### config.mk
export PLATFORM = sky130hd
export DESIGN_NAME = scoll_dist
export DESIGN_NICKNAME = d
export VERILOG_FILES = /design/src/rtl/scoll_pkg.sv /design/src/rtl/scoll_dist.sv
export SDC_FILE = /design/constraint.sdc
export NUM_CORES = 2
export LEC_CHECK = 0
export BUFFER_PORTS_ARGS = -buffer_cell sky130_fd_sc_hd__buf_4
export CORE_MARGIN = 2
export CORE_UTILIZATION = 46
export CTS_CLUSTER_SIZE = 30
export DETAILED_ROUTE_END_ITERATION = 8
export GPL_TIMING_DRIVEN = 0
export PLACE_DENSITY = 0.64
export SYNTH_ARGS = -nofsm -noshare
export SYNTH_HDL_FRONTEND = slang
export SYNTH_SLANG_ARGS = --single-unit
### constraint.sdc
create_clock -name clock -period 8.6 [get_ports clock]
set_input_delay 0.43 -clock clock [delete_from_list [all_inputs] [get_ports clock]]
set_output_delay 0.43 -clock clock [all_outputs]
set_load 0.005 [all_outputs]
### src/rtl/scoll_pkg.sv
// Shared types and codes for the shape collision tester.
// No dependencies; every other file takes names from here by scope.
package scoll_pkg;

   localparam logic CMD_SHAPE   = 1'b0;
   localparam logic CMD_POINT   = 1'b1;
   localparam logic KIND_BOX    = 1'b0;
   localparam logic KIND_CIRCLE = 1'b1;

   typedef struct packed {
      logic valid;
      logic use_dist;
      logic strict;
      logic flag_hit;
   } stage_ctl_type;

endpackage

### src/rtl/scoll_dist.sv
// Distance stage: registered squares, then sum, compare and result register.
// Depends on scoll_pkg; fed by scoll_geom.
module scoll_dist #(
   parameter int COORD_BITS = 24
) (
   input  logic                        clock,
   input  logic                        reset,
   input  scoll_pkg::stage_ctl_type    ctl_in,
   input  logic [COORD_BITS+1:0]       mag_x,
   input  logic [COORD_BITS+1:0]       mag_y,
   input  logic [COORD_BITS-1:0]       rad,
   output logic                        out_valid,
   output logic                        out_hit
);

   localparam int MW = COORD_BITS + 2;
   localparam int SW = 2 * MW;
   localparam int RW = 2 * COORD_BITS;

   scoll_pkg::stage_ctl_type ctl_ff;
   logic [SW-1:0] sq_x_in, sq_y_in, sq_x_ff, sq_y_ff;
   logic [RW-1:0] sq_r_in, sq_r_ff;
   logic [SW:0]   d2, r2;
   logic          hit_in, hit_ff, valid_ff;

   assign sq_x_in = SW'(mag_x) * SW'(mag_x);
   assign sq_y_in = SW'(mag_y) * SW'(mag_y);
   assign sq_r_in = RW'(rad) * RW'(rad);

   always_comb begin
      d2 = {1'b0, sq_x_ff} + {1'b0, sq_y_ff};
      r2 = (SW+1)'(sq_r_ff);
      if (!ctl_ff.use_dist)  hit_in = ctl_ff.flag_hit;
      else if (ctl_ff.strict) hit_in = (d2 < r2);
      else                    hit_in = (d2 <= r2);
   end

   always_ff @(posedge clock) begin
      if (reset) begin
         ctl_ff   <= '0;
         valid_ff <= 1'b0;
      end else begin
         ctl_ff   <= ctl_in;
         valid_ff <= ctl_ff.valid;
      end
      sq_x_ff <= sq_x_in;
      sq_y_ff <= sq_y_in;
      sq_r_ff <= sq_r_in;
      hit_ff  <= hit_in;
   end

   assign out_valid = valid_ff;
   assign out_hit   = hit_ff;

endmodule

Word-level counts from Yosys, hierarchy flattened

Cells that the tools add are included.

Bits of input ports: 82
Output and inout port bits: 2
Bits in writable memories: 0
Memories kept: 0
Bits in latches: 0
Bits in read-only memories: 0
Flip-flop bits (word level): 158

Muxes and demuxes: 2
Equality and inequality tests: 0
Magnitude comparators: 2
Add/subtract/negate cells: 1
Reductions and logical operators: 0
Divide/modulo/power cells: 0
Multipliers: 3
Bitwise logic cells: 0
Shift-type cells: 0

Operators with widths:

| kind                                                        | number |
|---|---|
| 26-bit by 26-bit multiplier with 52-bit output              | 2 |
| 52-bit by 52-bit adder with 53-bit output                   | 1 |
| 53-bit by 48-bit less-or-equal comparator with 1-bit output | 1 |
| 53-bit by 48-bit less-than comparator with 1-bit output     | 1 |
| 24-bit by 24-bit multiplier with 48-bit output              | 1 |
| 1-bit two-way mux                                           | 2 |

Longest topological paths before layout

Depth in word-level cells: 4
Depth in mapped cells: 28
Depth with buffers taken out: 27

Least setup slack after synthesis

Ideal clock, no wire load.

Path type: input-to-reg
Start: input mag_x[5]
End: register sq_x_ff[50]
Cell stages on the path: 27
Path buffers: 2
Slack: 1.447 ns
Setup time: 0.072 ns
Arrival time: 7.081 ns
Cells stage by stage: clkbuf_1 -> clkbuf_1 -> and2_1 -> fa_1 -> fa_1 -> inv_1 -> fa_1 -> inv_1 -> fa_1 -> inv_1 -> fa_1 -> inv_1 -> fa_1 -> inv_1 -> fa_1 -> inv_1 -> ha_1 -> and3_1 -> a221oi_1 -> o22ai_1 -> or3_1 -> a21oi_1 -> o41a_1 -> a311o_1 -> o21bai_1 -> a221oi_1 -> xnor2_1

Longest elaborated chain between the ends: 1

RTL lines:

| element                                        | RTL line         | text |
|---|---|---|
| start: declaration                             | scoll_dist.sv:9  | `input logic [COORD_BITS+1:0] mag_x,` |
| 26-bit by 26-bit multiplier with 52-bit output | scoll_dist.sv:26 | `assign sq_x_in = SW'(mag_x) * SW'(mag_x);` |
| via sq_x_in[50]                                | scoll_dist.sv:21 | `logic [SW-1:0] sq_x_in, sq_y_in, sq_x_ff, sq_y_ff;` |
| end signal: assignment                         | scoll_dist.sv:46 | `sq_x_ff <= sq_x_in;` |
| end: declaration                               | scoll_dist.sv:21 |  |

The timed path passes the listed nets, and every way through them passes these cells.
A chain may end at the register's enable or synchronous reset.

Worst setup path in the final report

Start: input mag_y[24]
End: register sq_y_ff[48]

Longest elaborated chain between the ends: 1

RTL lines:

| element                                        | RTL line         | text |
|---|---|---|
| start: declaration                             | scoll_dist.sv:10 | `input logic [COORD_BITS+1:0] mag_y,` |
| 26-bit by 26-bit multiplier with 52-bit output | scoll_dist.sv:27 | `assign sq_y_in = SW'(mag_y) * SW'(mag_y);` |
| via sq_y_in[48]                                | scoll_dist.sv:21 |  |
| end signal: assignment                         | scoll_dist.sv:47 | `sq_y_ff <= sq_y_in;` |
| end: declaration                               | scoll_dist.sv:21 |  |

The timed path passes the listed nets, and every way through them passes these cells.

==> summary.txt <==
Worst setup path
  – Launch point of the worst reg-to-reg path: sq_x_ff[17]$_DFF_P_
  – Reg-to-reg setup timing slack: 1960 ps
  – Worst path arrival time: 8570 ps
  – Crit-path max FO: 10
  – Worst Setup Start Kind: primary input
  – Worst setup startpoint: mag_y[24]
  – Worst reg2reg path endpoint: out_hit$_DFF_P_
  – CP Capture Type: flip-flop
  – Reg2reg path depth: 19
  – WS Path Type: in -> reg
  – Crit path required time: 8930 ps

Synthesis
  – Area leader, netlist: fa_1
  – Yosys warns: 0
  – Unique masters post-synth: 81
  – Ys flop type: dfxtp_1
  – Post-synth EDFFs: 0
  – Syn Area/Cell: 9.09 µm²
  – Register area share after synthesis: 5.03%
  – FFs w/ async S/R, synth: 0%
  – Post-synth net total: 8985
  – Mapped Cells: 6786
  – Mapped cell area: 61700 µm²
  – Ranking of synthesized cells by area: fa_1 (47%), ha_1 (14%), inv_1 (13%), dfxtp_1 (5.0%), and2_1 (3.9%)
  – Register bit total from synthesis: 155
  – Area share of the largest cell type after synthesis: 47.0%

Timing
  – Final hold violations: 0
  – Setup violations, final: 0
  – Worst-margin pin slew: 1100 ps
  – Setup TNS Final: 0 ps
  – Fmax achieved: 0.121 GHz
  – Unrepaired setup endpoints after global routing: false
  – Final setup margin: 358 ps
  – Fin Clk Skew: 12.8 ps
  – Max-slew headroom: 26.4%
  – Max-slew violations: 0
  – Final worst path period share: 95.8%
  – Tmin final: 8240 ps

CTS
  – Total CTS buffers: 17
  – Clock slew seen by the registers of the worst setup and hold paths: 70 ps
  – Clock latency on the worst-skew pair: 450 ps
  – CTS Buffer Depth: 2
  – CTS Hold Bufs: 0
  – CTS tree: done
  – Setup Buffers After CTS: 0
  – CTS Sinks: 155
  – H-tree Lvls: 4
  – CTS root buffer: clkbuf_16

Floorplanning
  – Die extent in x: 370 µm
  – Die Ht: 370 µm
  – Row cnt: 134
  – Starting Density: 46.3%
  – Die ar.: 137000 µm²
  – Core footprint: 133000 µm²
  – Top Ports: 84

Place
  – Gpl congestion: 0.978
  – Pre-CTS setup slack: -525 ps
  – Number of buffers added on ports: 82
  – HPWL Detailed: 143000 µm

GRT
  – Number of global-route vias before repair: 48800
  – Overall routing resource usage: 25.5%
  – Global-route wire length before repair: 268000 µm
  – Initial antenna violation count: 5
  – Largest net degree at the start of global routing: 20
  – Grt ovf: 0

Drt
  – Final wirelength: 167000 µm
  – Final ANT Viol Nets: 0
  – Vias/cell: 5.14
  – DR vias: 44500
  – Iteration count of the initial detailed-routing pass: 8
  – 1st-iter DRT viols: 3017
  – Avg WL per Cell: 19.3 µm
  – # DRC: 0

Final layout
  – Most frequent cells in the layout: inv_1 (2091), fa_1 (1448), ha_1 (669)
  – Area of the multi-input gates: 50000 µm²
  – Register area: 3100 µm²
  – Layout cells sized above 1: 2.67%
  – Fill count: 12800
  – Commonest non-fill, non-tap cell in the layout: inv_1
  – Area growth syn-to-layout: 5.62%
  – Final net count: 9077

Hold path
  – Hold/Removal Path Class: in -> reg
  – Hold-critical path depth: 2
  – Min-delay src: reset
  – Hold endpoint: ctl_ff[3]$_SDFF_PP0_

Run status
  – Status: complete, no violations

Run
  – Maxcap violations: 0
-- synth_stat cells (27+ instances only) --
| cell | count |
|---|---|
| a21o_1 | 100 |
| a21oi_1 | 216 |
| and2_1 | 384 |
| clkbuf_1 | 182 |
| dfxtp_1 | 155 |
| fa_1 | 1448 |
| ha_1 | 669 |
| inv_1 | 2091 |
| nand2_1 | 625 |
| nand3_1 | 49 |
| nand4_1 | 27 |
| nor2_1 | 164 |
| nor2b_1 | 39 |
| nor3_1 | 30 |
| o21ai_0 | 87 |
| o21bai_1 | 27 |
| xnor2_1 | 145 |
| xor2_1 | 68 |
-- state kept, by name, summed over array words and instances (netlist names) --
register	flops
ctl_ff	4
out_hit	1
out_valid	1
sq_r_ff	47
sq_x_ff	51
sq_y_ff	51
-- metal layers --
metal / vias up / GRT usage, % / part of all wire, %
li1: 20100 / - / -
met1: 22500 / 33.2 / 40
met2: 1490 / 43.5 / 49
met3: 364 / 3.41 / 6.6
met4: 2 / 8.94 / 4.3
met5: - / 0 / 0.0090
-- cells by family (layout without fill, tap and decap cells) --
family / after synthesis / after routing / share of synthesized area, %
compound gates: 611 / 611 / 6.37
flops: 155 / 155 / 5.03
mux: 7 / 7 / 0.120
simple gates: 1407 / 1407 / 11.0
buf+inv: 2275 / 2380 / 13.9
fa+ha+maj: 2117 / 2117 / 60.6
xor+xnor: 214 / 214 / 3.05
other cells: 0 / 2 / 0
-- through the flow --
step	instance area (µm²)	std cells	hold WS (ps)	utilization [%]
finish	65200	8661	160	48.9
CTS	65100	8667	150	48.9
detailed placement	64500	8636	432	48.4
global route	65200	8659	150	48.9
global placement	64500	8636	421	48.4
floorplan	61700	6786	414	-
-- cell type report --
| cell class | count | share of cell area (%) |
|---|---|---|
| Multi-Input combinational cell | 4356 | 76.8 |
| Clock inverter | 15 | 0.288 |
| Clock buffer | 17 | 0.653 |
| Antenna cell | 2 | 0.00768 |
| Timing Repair Buffer | 82 | 0.945 |
| Inverter | 2091 | 12.0 |
| Buffer | 175 | 1.10 |
| Sequential cell | 155 | 4.76 |
| Tap cell | 1768 | 3.39 |
-- worst max path at each step --
stage               depth (start not counted)  slack, ps                   to
floorplan                                  27       1450  sq_x_ff[50]$_DFF_P_
global route                               26         50  sq_x_ff[50]$_DFF_P_
detailed placement                         27       -520  sq_y_ff[48]$_DFF_P_
finish                                     25        360  sq_y_ff[48]$_DFF_P_
CTS                                        27         80  sq_y_ff[48]$_DFF_P_
global placement                           27       -560  sq_y_ff[48]$_DFF_P_
-- worst max-delay path, stage by stage --
cell and delay, ps:
buf_4 190, clkbuf_1 690, nand2_1 250, fa_1 540, fa_1 490, inv_1 70
fa_1 480, fa_1 520, fa_1 430, fa_1 490, inv_1 50, fa_1 580
inv_1 70, ha_1 270, clkbuf_1 270, nand4_1 240, nor4_2 340, o2111ai_1 250
and3_1 290, a221o_1 440, a31oi_2 390, a41oi_1 200, a21oi_1 280, nor4b_1 90
a211o_1 250
-- timing repair --
item	in CTS	in global routing
pin swaps	0	0
resized for setup	0	87
endpoints found under the hold margin	0	0
endpoints found under the setup margin	1	7
gates cloned	0	0
Power is left out: the tool's default activity adds up to more than one toggle a clock period on the data nets, which glitch-free logic cannot reach.
